<file path="src/rtl/core/rbid_pkg.sv">
// shared types and constants of the run-length icon decoder
`default_nettype none
package rbid_pkg;

  localparam int unsigned CodeW   = 8;
  localparam int unsigned CoordW  = 9;
  localparam int unsigned ColorW  = 4;
  localparam int unsigned CountW  = 6;
  localparam int unsigned CfgIdxW = 2;
  localparam int unsigned CfgDataW = 8;

  // body byte layout
  localparam int unsigned RunFlagBit = 7;
  localparam int unsigned RunOnBit   = 6;
  localparam logic [CountW-1:0] LitPixels = CountW'(7);

  // configuration register indexes
  localparam logic [CfgIdxW-1:0] CfgOriginColumn = 2'd0;
  localparam logic [CfgIdxW-1:0] CfgOriginRow    = 2'd1;
  localparam logic [CfgIdxW-1:0] CfgInkColor     = 2'd2;

  localparam logic [ColorW-1:0] InkColorReset = 4'd1;

  typedef enum logic [2:0] {
    S_WAIT,
    S_HEIGHT,
    S_BUDGET,
    S_BODY,
    S_DONE,
    S_HALT,
    S_EMIT,
    S_ERR
  } state_t;

  typedef struct packed {
    logic load_width;
    logic load_height;
    logic load_budget;
    logic begin_byte;
    logic step;
    logic emit_err;
  } cmd_t;

  typedef struct packed {
    logic empty_img;
    logic budget_zero;
    logic run_zero_in;
    logic step_last;
    logic step_done;
    logic out_free;
  } status_t;

endpackage
`default_nettype wire

</file>
<file path="src/rtl/core/rbid_in_if.sv">
// code byte request channel
`default_nettype none
interface rbid_in_if;
  logic                       valid;
  logic                       ready;
  logic [rbid_pkg::CodeW-1:0] code_byte;
  logic                       start_req;

  modport source (output valid, output code_byte, output start_req, input ready);
  modport sink (input valid, input code_byte, input start_req, output ready);
endinterface
`default_nettype wire

</file>
<file path="src/rtl/core/rbid_out_if.sv">
// pixel result request channel
`default_nettype none
interface rbid_out_if;
  logic                        valid;
  logic                        ready;
  logic [rbid_pkg::CoordW-1:0] pixel_column;
  logic [rbid_pkg::CoordW-1:0] pixel_row;
  logic                        pixel_on;
  logic [rbid_pkg::ColorW-1:0] color;
  logic                        last_of_item;
  logic                        image_done;
  logic                        encoding_error;

  modport source (output valid, output pixel_column, output pixel_row, output pixel_on,
                  output color, output last_of_item, output image_done,
                  output encoding_error, input ready);
  modport sink (input valid, input pixel_column, input pixel_row, input pixel_on,
                input color, input last_of_item, input image_done,
                input encoding_error, output ready);
endinterface
`default_nettype wire

</file>
<file path="src/rtl/core/rbid_ctrl.sv">
// decoder controller state machine
`default_nettype none
module rbid_ctrl (
  input  wire logic              clk,
  input  wire logic              rst,
  input  wire logic              in_valid,
  input  wire logic              start_req,
  input  wire rbid_pkg::status_t status,
  output logic                   in_ready,
  output rbid_pkg::cmd_t         cmd
);

  rbid_pkg::state_t state;
  rbid_pkg::state_t state_next;
  logic             fire;

  always_ff @(posedge clk) begin
    if (rst) begin
      state <= rbid_pkg::S_WAIT;
    end else begin
      state <= state_next;
    end
  end

  always_comb begin
    state_next = state;
    cmd        = '0;
    in_ready   = 1'b0;
    fire       = 1'b0;
    unique case (state)
      rbid_pkg::S_WAIT, rbid_pkg::S_DONE, rbid_pkg::S_HALT: begin
        in_ready = 1'b1;
        fire     = in_valid;
        if (fire && start_req) begin
          cmd.load_width = 1'b1;
          state_next     = rbid_pkg::S_HEIGHT;
        end
      end
      rbid_pkg::S_HEIGHT: begin
        in_ready = 1'b1;
        fire     = in_valid;
        if (fire && start_req) begin
          cmd.load_width = 1'b1;
        end else if (fire) begin
          cmd.load_height = 1'b1;
          state_next      = rbid_pkg::S_BUDGET;
        end
      end
      rbid_pkg::S_BUDGET: begin
        in_ready = 1'b1;
        fire     = in_valid;
        if (fire && start_req) begin
          cmd.load_width = 1'b1;
          state_next     = rbid_pkg::S_HEIGHT;
        end else if (fire) begin
          cmd.load_budget = 1'b1;
          state_next = status.empty_img ? rbid_pkg::S_DONE : rbid_pkg::S_BODY;
        end
      end
      rbid_pkg::S_BODY: begin
        in_ready = 1'b1;
        fire     = in_valid;
        if (fire && start_req) begin
          cmd.load_width = 1'b1;
          state_next     = rbid_pkg::S_HEIGHT;
        end else if (fire && status.budget_zero) begin
          state_next = rbid_pkg::S_ERR;
        end else if (fire) begin
          cmd.begin_byte = 1'b1;
          state_next = status.run_zero_in ? rbid_pkg::S_BODY : rbid_pkg::S_EMIT;
        end
      end
      rbid_pkg::S_EMIT: begin
        if (status.out_free) begin
          cmd.step = 1'b1;
          if (status.step_done) begin
            state_next = rbid_pkg::S_DONE;
          end else if (status.step_last) begin
            state_next = rbid_pkg::S_BODY;
          end
        end
      end
      rbid_pkg::S_ERR: begin
        if (status.out_free) begin
          cmd.emit_err = 1'b1;
          state_next   = rbid_pkg::S_HALT;
        end
      end
    endcase
  end

endmodule
`default_nettype wire

</file>
<file path="src/rtl/core/rbid_datapath.sv">
// configuration, header, budget, pixel position and result registers
`default_nettype none
module rbid_datapath (
  input  wire logic                          clk,
  input  wire logic                          rst,
  input  wire logic [rbid_pkg::CodeW-1:0]    code_byte,
  input  wire logic                          write_en,
  input  wire logic [rbid_pkg::CfgIdxW-1:0]  write_index,
  input  wire logic [rbid_pkg::CfgDataW-1:0] write_data,
  input  wire rbid_pkg::cmd_t                cmd,
  output rbid_pkg::status_t                  status,
  rbid_out_if.source                         pixels
);

  logic [7:0]                    origin_column;
  logic [7:0]                    origin_row;
  logic [rbid_pkg::ColorW-1:0]   ink_color;

  logic [7:0]                    icon_width;
  logic [7:0]                    icon_height;
  logic [7:0]                    bytes_left;
  logic [7:0]                    column_index;
  logic [7:0]                    row_index;
  logic [rbid_pkg::CodeW-1:0]    bits;
  logic                          is_run;
  logic                          run_on;
  logic [rbid_pkg::CountW-1:0]   count;

  logic [7:0] row_inc;
  logic [7:0] col_inc;
  logic       col_end;
  logic       cur_on;

  assign row_inc = row_index + 8'd1;
  assign col_inc = column_index + 8'd1;
  assign col_end = (row_inc == icon_height);
  assign cur_on  = is_run ? run_on : bits[0];

  assign status.empty_img   = (icon_width == '0) || (icon_height == '0);
  assign status.budget_zero = (bytes_left == '0);
  assign status.run_zero_in = code_byte[rbid_pkg::RunFlagBit] &&
                              (code_byte[rbid_pkg::CountW-1:0] == '0);
  assign status.step_last   = (count == rbid_pkg::CountW'(1));
  assign status.step_done   = col_end && (col_inc == icon_width);
  assign status.out_free    = !pixels.valid || pixels.ready;

  // configuration registers
  always_ff @(posedge clk) begin
    if (rst) begin
      origin_column <= '0;
      origin_row    <= '0;
      ink_color     <= rbid_pkg::InkColorReset;
    end else if (write_en) begin
      unique case (write_index)
        rbid_pkg::CfgOriginColumn: origin_column <= write_data;
        rbid_pkg::CfgOriginRow:    origin_row    <= write_data;
        rbid_pkg::CfgInkColor:     ink_color     <= write_data[rbid_pkg::ColorW-1:0];
        default: ;
      endcase
    end
  end

  // decode state
  always_ff @(posedge clk) begin
    if (rst) begin
      icon_width   <= '0;
      icon_height  <= '0;
      bytes_left   <= '0;
      column_index <= '0;
      row_index    <= '0;
    end else begin
      if (cmd.load_width) begin
        icon_width   <= code_byte;
        icon_height  <= '0;
        bytes_left   <= '0;
        column_index <= '0;
        row_index    <= '0;
      end
      if (cmd.load_height) begin
        icon_height <= code_byte;
      end
      if (cmd.load_budget) begin
        bytes_left <= code_byte;
      end
      if (cmd.begin_byte) begin
        bytes_left <= bytes_left - 8'd1;
      end
      if (cmd.step) begin
        if (col_end) begin
          row_index    <= '0;
          column_index <= col_inc;
        end else begin
          row_index <= row_inc;
        end
      end
    end
  end

  // current body byte
  always_ff @(posedge clk) begin
    if (cmd.begin_byte) begin
      bits   <= code_byte;
      is_run <= code_byte[rbid_pkg::RunFlagBit];
      run_on <= code_byte[rbid_pkg::RunOnBit];
      count  <= code_byte[rbid_pkg::RunFlagBit] ? code_byte[rbid_pkg::CountW-1:0]
                                                : rbid_pkg::LitPixels;
    end else if (cmd.step) begin
      bits  <= bits >> 1;
      count <= count - rbid_pkg::CountW'(1);
    end
  end

  // result register
  always_ff @(posedge clk) begin
    if (rst) begin
      pixels.valid <= 1'b0;
    end else if (cmd.step || cmd.emit_err) begin
      pixels.valid <= 1'b1;
    end else if (pixels.ready) begin
      pixels.valid <= 1'b0;
    end
  end

  always_ff @(posedge clk) begin
    if (cmd.step) begin
      pixels.pixel_column   <= {1'b0, origin_column} + {1'b0, column_index};
      pixels.pixel_row      <= {1'b0, origin_row} + {1'b0, row_index};
      pixels.pixel_on       <= cur_on;
      pixels.color          <= ink_color;
      pixels.last_of_item   <= status.step_last || status.step_done;
      pixels.image_done     <= status.step_done;
      pixels.encoding_error <= 1'b0;
    end else if (cmd.emit_err) begin
      pixels.pixel_column   <= '0;
      pixels.pixel_row      <= '0;
      pixels.pixel_on       <= 1'b0;
      pixels.color          <= '0;
      pixels.last_of_item   <= 1'b1;
      pixels.image_done     <= 1'b0;
      pixels.encoding_error <= 1'b1;
    end
  end

endmodule
`default_nettype wire

</file>
<file path="src/rtl/core/rle_bitmap_icon_decoder_unit.sv">
// run-length icon decoder: top level joining controller and datapath
// intake: a header byte is taken in its header state; a body byte is registered and its
//   first pixel reaches the result channel in the cycle after its first emit step
// throughput: one pixel per cycle while the result channel is free; a literal byte gives
//   7 pixels, a run byte up to 63; the emit loop sets the rate and takes no byte meanwhile
// reset: rst clears the controller to waiting for start, the result channel to empty
//   and origin_column, origin_row and ink_color to 0, 0 and 1
`default_nettype none
module rle_bitmap_icon_decoder_unit (
  input  wire logic                          clk,
  input  wire logic                          rst,
  // configuration writes
  input  wire logic                          write_en,
  input  wire logic [rbid_pkg::CfgIdxW-1:0]  write_index,
  input  wire logic [rbid_pkg::CfgDataW-1:0] write_data,
  // encoded byte requests in, pixel requests out
  rbid_in_if.sink                            codes,
  rbid_out_if.source                         pixels
);

  rbid_pkg::cmd_t    cmd;
  rbid_pkg::status_t status;

  // controller: header phases, body byte dispatch, per-pixel emit loop, error result
  rbid_ctrl u_ctrl (
    .clk       (clk),
    .rst       (rst),
    .in_valid  (codes.valid),
    .start_req (codes.start_req),
    .status    (status),
    .in_ready  (codes.ready),
    .cmd       (cmd)
  );

  // datapath: config, header, budget, position counters and the result register
  // the result register parts the channels, so header bytes pass while a pixel waits
  rbid_datapath u_datapath (
    .clk         (clk),
    .rst         (rst),
    .code_byte   (codes.code_byte),
    .write_en    (write_en),
    .write_index (write_index),
    .write_data  (write_data),
    .cmd         (cmd),
    .status      (status),
    .pixels      (pixels)
  );

endmodule
`default_nettype wire

</file>
<file path="src/flat_wrapper.sv">
// flat-port wrapper written by rule: the top's interface ports become plain ports
module rle_bitmap_icon_decoder_unit_flat 
  (clk, rst, write_en, write_index, write_data, codes_valid, codes_code_byte, codes_start_req, codes_ready, pixels_valid, pixels_pixel_column, pixels_pixel_row, pixels_pixel_on, pixels_color, pixels_last_of_item, pixels_image_done, pixels_encoding_error, pixels_ready);
  rbid_in_if codes_i ();
  rbid_out_if pixels_i ();
  input  wire logic clk;
  input  wire logic rst;
  input  wire logic write_en;
  input  wire logic [rbid_pkg::CfgIdxW-1:0] write_index;
  input  wire logic [rbid_pkg::CfgDataW-1:0] write_data;
  input wire logic [$bits(codes_i.valid)-1:0] codes_valid;
  input wire logic [$bits(codes_i.code_byte)-1:0] codes_code_byte;
  input wire logic [$bits(codes_i.start_req)-1:0] codes_start_req;
  output wire logic [$bits(codes_i.ready)-1:0] codes_ready;
  output wire logic [$bits(pixels_i.valid)-1:0] pixels_valid;
  output wire logic [$bits(pixels_i.pixel_column)-1:0] pixels_pixel_column;
  output wire logic [$bits(pixels_i.pixel_row)-1:0] pixels_pixel_row;
  output wire logic [$bits(pixels_i.pixel_on)-1:0] pixels_pixel_on;
  output wire logic [$bits(pixels_i.color)-1:0] pixels_color;
  output wire logic [$bits(pixels_i.last_of_item)-1:0] pixels_last_of_item;
  output wire logic [$bits(pixels_i.image_done)-1:0] pixels_image_done;
  output wire logic [$bits(pixels_i.encoding_error)-1:0] pixels_encoding_error;
  input wire logic [$bits(pixels_i.ready)-1:0] pixels_ready;
  assign codes_i.valid = codes_valid;
  assign codes_i.code_byte = codes_code_byte;
  assign codes_i.start_req = codes_start_req;
  assign codes_ready = codes_i.ready;
  assign pixels_valid = pixels_i.valid;
  assign pixels_pixel_column = pixels_i.pixel_column;
  assign pixels_pixel_row = pixels_i.pixel_row;
  assign pixels_pixel_on = pixels_i.pixel_on;
  assign pixels_color = pixels_i.color;
  assign pixels_last_of_item = pixels_i.last_of_item;
  assign pixels_image_done = pixels_i.image_done;
  assign pixels_encoding_error = pixels_i.encoding_error;
  assign pixels_i.ready = pixels_ready;
  rle_bitmap_icon_decoder_unit u_core (.clk(clk), .rst(rst), .write_en(write_en), .write_index(write_index), .write_data(write_data), .codes(codes_i), .pixels(pixels_i));
endmodule
</file>
<file path="config.mk">
export PLATFORM = sky130hd
export DESIGN_NAME = rle_bitmap_icon_decoder_unit_flat
export DESIGN_NICKNAME = d
export VERILOG_FILES = /design/src/rtl/core/rbid_pkg.sv /design/src/rtl/core/rbid_in_if.sv /design/src/rtl/core/rbid_out_if.sv /design/src/rtl/core/rbid_ctrl.sv /design/src/rtl/core/rbid_datapath.sv /design/src/rtl/core/rle_bitmap_icon_decoder_unit.sv /design/src/flat_wrapper.sv
export SDC_FILE = /design/constraint.sdc
export NUM_CORES = 1
export LEC_CHECK = 0
export ABC_AREA = 1
export BUFFER_PORTS_ARGS = -buffer_cell sky130_fd_sc_hd__buf_2
export CAP_MARGIN = 20
export CELL_PAD_IN_SITES_DETAIL_PLACEMENT = 0
export CELL_PAD_IN_SITES_GLOBAL_PLACEMENT = 2
export CORE_MARGIN = 4
export CORE_UTILIZATION = 35
export CTS_CLUSTER_DIAMETER = 120
export DETAILED_ROUTE_END_ITERATION = 7
export PLACE_DENSITY = 0.91
export SLEW_MARGIN = 20
export SYNTH_ARGS = -nofsm -noshare
export SYNTH_HDL_FRONTEND = slang
export SYNTH_SLANG_ARGS = --single-unit
</file>
<file path="constraint.sdc">
create_clock -name clk -period 2.3 [get_ports clk]
set_input_delay 0.345 -clock clk [delete_from_list [all_inputs] [get_ports clk]]
set_output_delay 0.345 -clock clk [all_outputs]
set_load 0.01 [all_outputs]
</file>
==> metrics.md <==
| Metric | Value |
|---|---|
| Status | finished, final reports clean |
| DR WL/cell | 13.9 um |
| 1st-pass router iterations | 5 |
| Routed Wire Length | between 10000 and 15000 um |
| Fin util | approximately two fifths |
| Maximum clock frequency | roughly 460 MHz |
| Largest stage delay, worst path | around 0.34 ns |
| Overall power | between 0.004 and 0.005 W |
| Hold Buf Count CTS | 0 |
| Initial Util | 35.6% |
| Clock Sink Count | between 100 and 150 |
| Async SR Flop Fraction | 0% |
| Finished Cell Area | around 6500 um^2 |
| CP Data Required Time | roughly 2.4 ns |
| Largest net degree at the start of global routing | 33 |
| I/O Pins | 52 |
| Vias | 4958 |
| Avg Vias per Cell | 4.88 |
| Deepest clock path buffer count | 2 |
| TNS Setup | 0 ns |
| Crit path max fanout | 3 |
| Area grow syn2layout | 16.4% |
| Share of cells above drive strength 1 | 15.1% |
| Worst-Margin Slew | around 0.63 ns |
| Placed Area | 6230 um^2 |
| Initial antenna violation count | 0 |
| Relative slew margins | 58.0% |
| Switching share of total power | just over 30% |
| Pleak | 2.77 nW |
| Initial drt markers | 293 |
| Clk Latency, worst-skew pair | 0.36 ns |
| Avg Inst Size Synth | 7.71 um^2 |
| Startpoint class of the critical path | register |
| Slowest CP cell | dfxtp_2 |
| Max_cap viols | 0 |
| Internal | between 0.003 and 0.004 W |
| Drt drc | 0 |
| DP HPWL | roughly 11000 um |
| All-Layer GR Usage | 15.8% |
| Worst vdd ir | between 0.3 and 0.4 mV |
| Setup Viol. Count Final | 0 |
| Final clock skew | 0.00772 ns |
| First-pass GRT wire length | ~23000 um |
| Synthesis Warnings | 0 |
| Synth cell types | 41 |
| Die width | roughly 130 um |
| Antenna viol nets, final | 0 |
| H-tree depth | 3 |
| Sequential fraction of the synthesis area | between 40 and 50% |
| DIE HEIGHT | 135 um |
| Diodes inserted | 0 |
| GPL Wtd Cong | 0.871 |
| CTS clk-pin slew, worst paths | 0.08 ns |
| RSZ-0062 raised after global routing | true |
| Row count | 46 |
| PwrDens | around 700 nW/um^2 |
| Ranking of synthesized cells by area | dfxtp_1, edfxtp_1, nand2_1, inv_1, nor2_1 |
| Clk root buf | clkbuf_16 |
| Full die area | 18100 um^2 |
| Cell accounting for the most synthesized area | dfxtp_1 |
| Final #Nets | about 840 |
| Register bit total from synthesis | roughly 110 |
| Slew Viols, Final | 0 |
| Reg power frac | 47.7% |
| Worst Setup Path Type | reg -> reg |
| TritonCTS Buffers | 9 |
| Final hold vios | 0 |
| Port bufs | 51 |
| Cell Chain, Critical Path | ha_2, inv_2, fa_1, inv_2, a21o_1, a21oi_1, inv_1, nand2_1, inv_1, or2_2, a21oi_2, nor2_1, o21ai_1, a21oi_1 |
| Vias in the first global route | roughly 4.7k |
| P_sw | between 0.001 and 0.0015 W |
| Most used DFF post-synth | dfxtp_1 |
| Synth top area share | between 20 and 25% |
| Combinational share of power | 19.3% |
| Clock network power share | between 30% and 40% |
| WP data arrival | 2.26 ns |
| EDFF count, synth | 41 |
| CP Capture Type | register |
| Hold Crit Class | in -> reg |
| CTS tree | done |
| Period Utilization, post-route | a little over nine tenths |
| Syn Nets | just under 800 |
| GRT overflow | 0 |
| Cells after Synth | approximately 730 |
| Core area | 15800 um^2 |
| Hold Slack | about 0.21 ns |
| Synthesized area | 5610 um^2 |
| Min Tclk post-route | 2.16 ns |
==> routing by layer <==
metal	global-route usage [%]	wire [um]	up-vias
met1	20.0	6480	2278
met5	0	0	-
met4	4.69	242	0
met3	3.32	557	17
li1	-	-	2571
met2	27.3	6870	92
==> registers in the layout, indices dropped and copies added (netlist names) <==
signal                                   count
u_core.u_datapath.pixels.pixel_column        9
u_core.u_datapath.pixels.pixel_row           9
u_core.u_datapath.bits                       8
u_core.u_datapath.bytes_left                 8
u_core.u_datapath.column_index               8
u_core.u_datapath.icon_height                8
u_core.u_datapath.icon_width                 8
u_core.u_datapath.origin_column              8
u_core.u_datapath.origin_row                 8
u_core.u_datapath.row_index                  8
u_core.u_datapath.count                      6
u_core.u_datapath.ink_color                  4
u_core.u_datapath.pixels.color               4
u_core.u_ctrl.state                          3
u_core.u_datapath.is_run                     1
u_core.u_datapath.pixels.encoding_error      1
u_core.u_datapath.pixels.image_done          1
u_core.u_datapath.pixels.last_of_item        1
u_core.u_datapath.pixels.pixel_on            1
u_core.u_datapath.pixels.valid               1
u_core.u_datapath.run_on                     1
==> logic make-up (layout without fill, tap and decap cells) <==
logic type	after synthesis	count (layout)	share of synthesized area (%)
XOR/XNOR	11	11	1.72
flip-flops	106	106	45.1
AND/OR/NAND/NOR	318	318	25.1
multiplexers	1	1	0.178
adder cells (fa/ha/maj)	24	24	5.62
AO/OA/AOI/OAI	150	150	14.1
buffers and inverters	118	191	8.16
==> cell usage in the layout (no fill, tap or decap), types with 21 or more instances in the layout <==
| cell type | n |
|---|---|
| inv_1 | 93 |
| dfxtp_1 | 60 |
| edfxtp_1 | 41 |
| a21oi_1 | 64 |
| nand2_1 | 123 |
| buf_4 | 22 |
| o21ai_0 | 58 |
| ha_1 | 21 |
| nand3_1 | 63 |
| nor2_1 | 90 |
| buf_2 | 51 |
==> Yosys cell counts (4+ instances only) <==
cell	instances
a21oi_1	65
a22oi_1	5
a31oi_1	5
clkbuf_1	10
dfxtp_1	65
edfxtp_1	41
ha_1	22
inv_1	95
inv_2	5
nand2_1	123
nand3_1	63
nand4_1	11
nor2_1	92
nor2_2	4
nor4_1	6
o21ai_0	60
o22ai_1	9
xnor2_1	4
xor2_1	7
==> cell type report <==
class	count	area (um^2)
Fill cell	1620	9240
Timing Repair Buffer	73	420
Inverter	102	383
Sequential cell	106	2540
Clock inverter	5	46.3
Tap cell	216	270
Multi-Input combinational cell	504	2630
Clock buffer	11	243
==> power by group through the flow <==
stage          Combinational, W  Sequential, W  Clock, W
3_5_place_dp           0.000891        0.00224         0
4_1_cts                0.000895        0.00220   0.00157
3_3_place_gp           0.000880        0.00223         0
6_report               0.000885        0.00219   0.00152
2_1_floorplan          0.000589        0.00224         0
5_1_grt                 0.00102        0.00221   0.00163
==> worst max-delay path, delay by kind of cell (launching register included) <==
family	cells	cell delay [ns]
buffers and inverters	4	0.20
AOI/OAI and AO/OA	5	0.62
DFF	1	0.34
adders and majority gates	2	0.36
and+or+nand+nor	3	0.38
==> what timing repair did <==
item,CTS,global route
resized for setup,0,12
endpoints found under the setup margin,0,5
buffers inserted,0,0
==> per-stage QoR <==
| step | setup slack, ns | std cells |
|---|---|---|
| after floorplan | 0.169 | 728 |
| after global routing | -0.0453 | 1017 |
| after global placement | 0.108 | 1001 |
| final | 0.144 | 1017 |
| after CTS | 0.0196 | 1017 |
| after detailed placement | 0.0307 | 1001 |
==> final timing paths <==
kind	from	to	slack [ns]	depth (start not counted)
setup reg to reg	u_core.u_datapath.row_index[0]	u_core.u_datapath.pixels.pixel_row[8]	0.14	14
setup / recovery	u_core.u_datapath.row_index[0]	u_core.u_datapath.pixels.pixel_row[8]	0.14	14
hold reg to reg	u_core.u_datapath.ink_color[1]	u_core.u_datapath.ink_color[1]	0.46	2
hold / removal	codes_code_byte[7]	u_core.u_datapath.is_run	0.21	1
(Power assumes the default switching activity.)
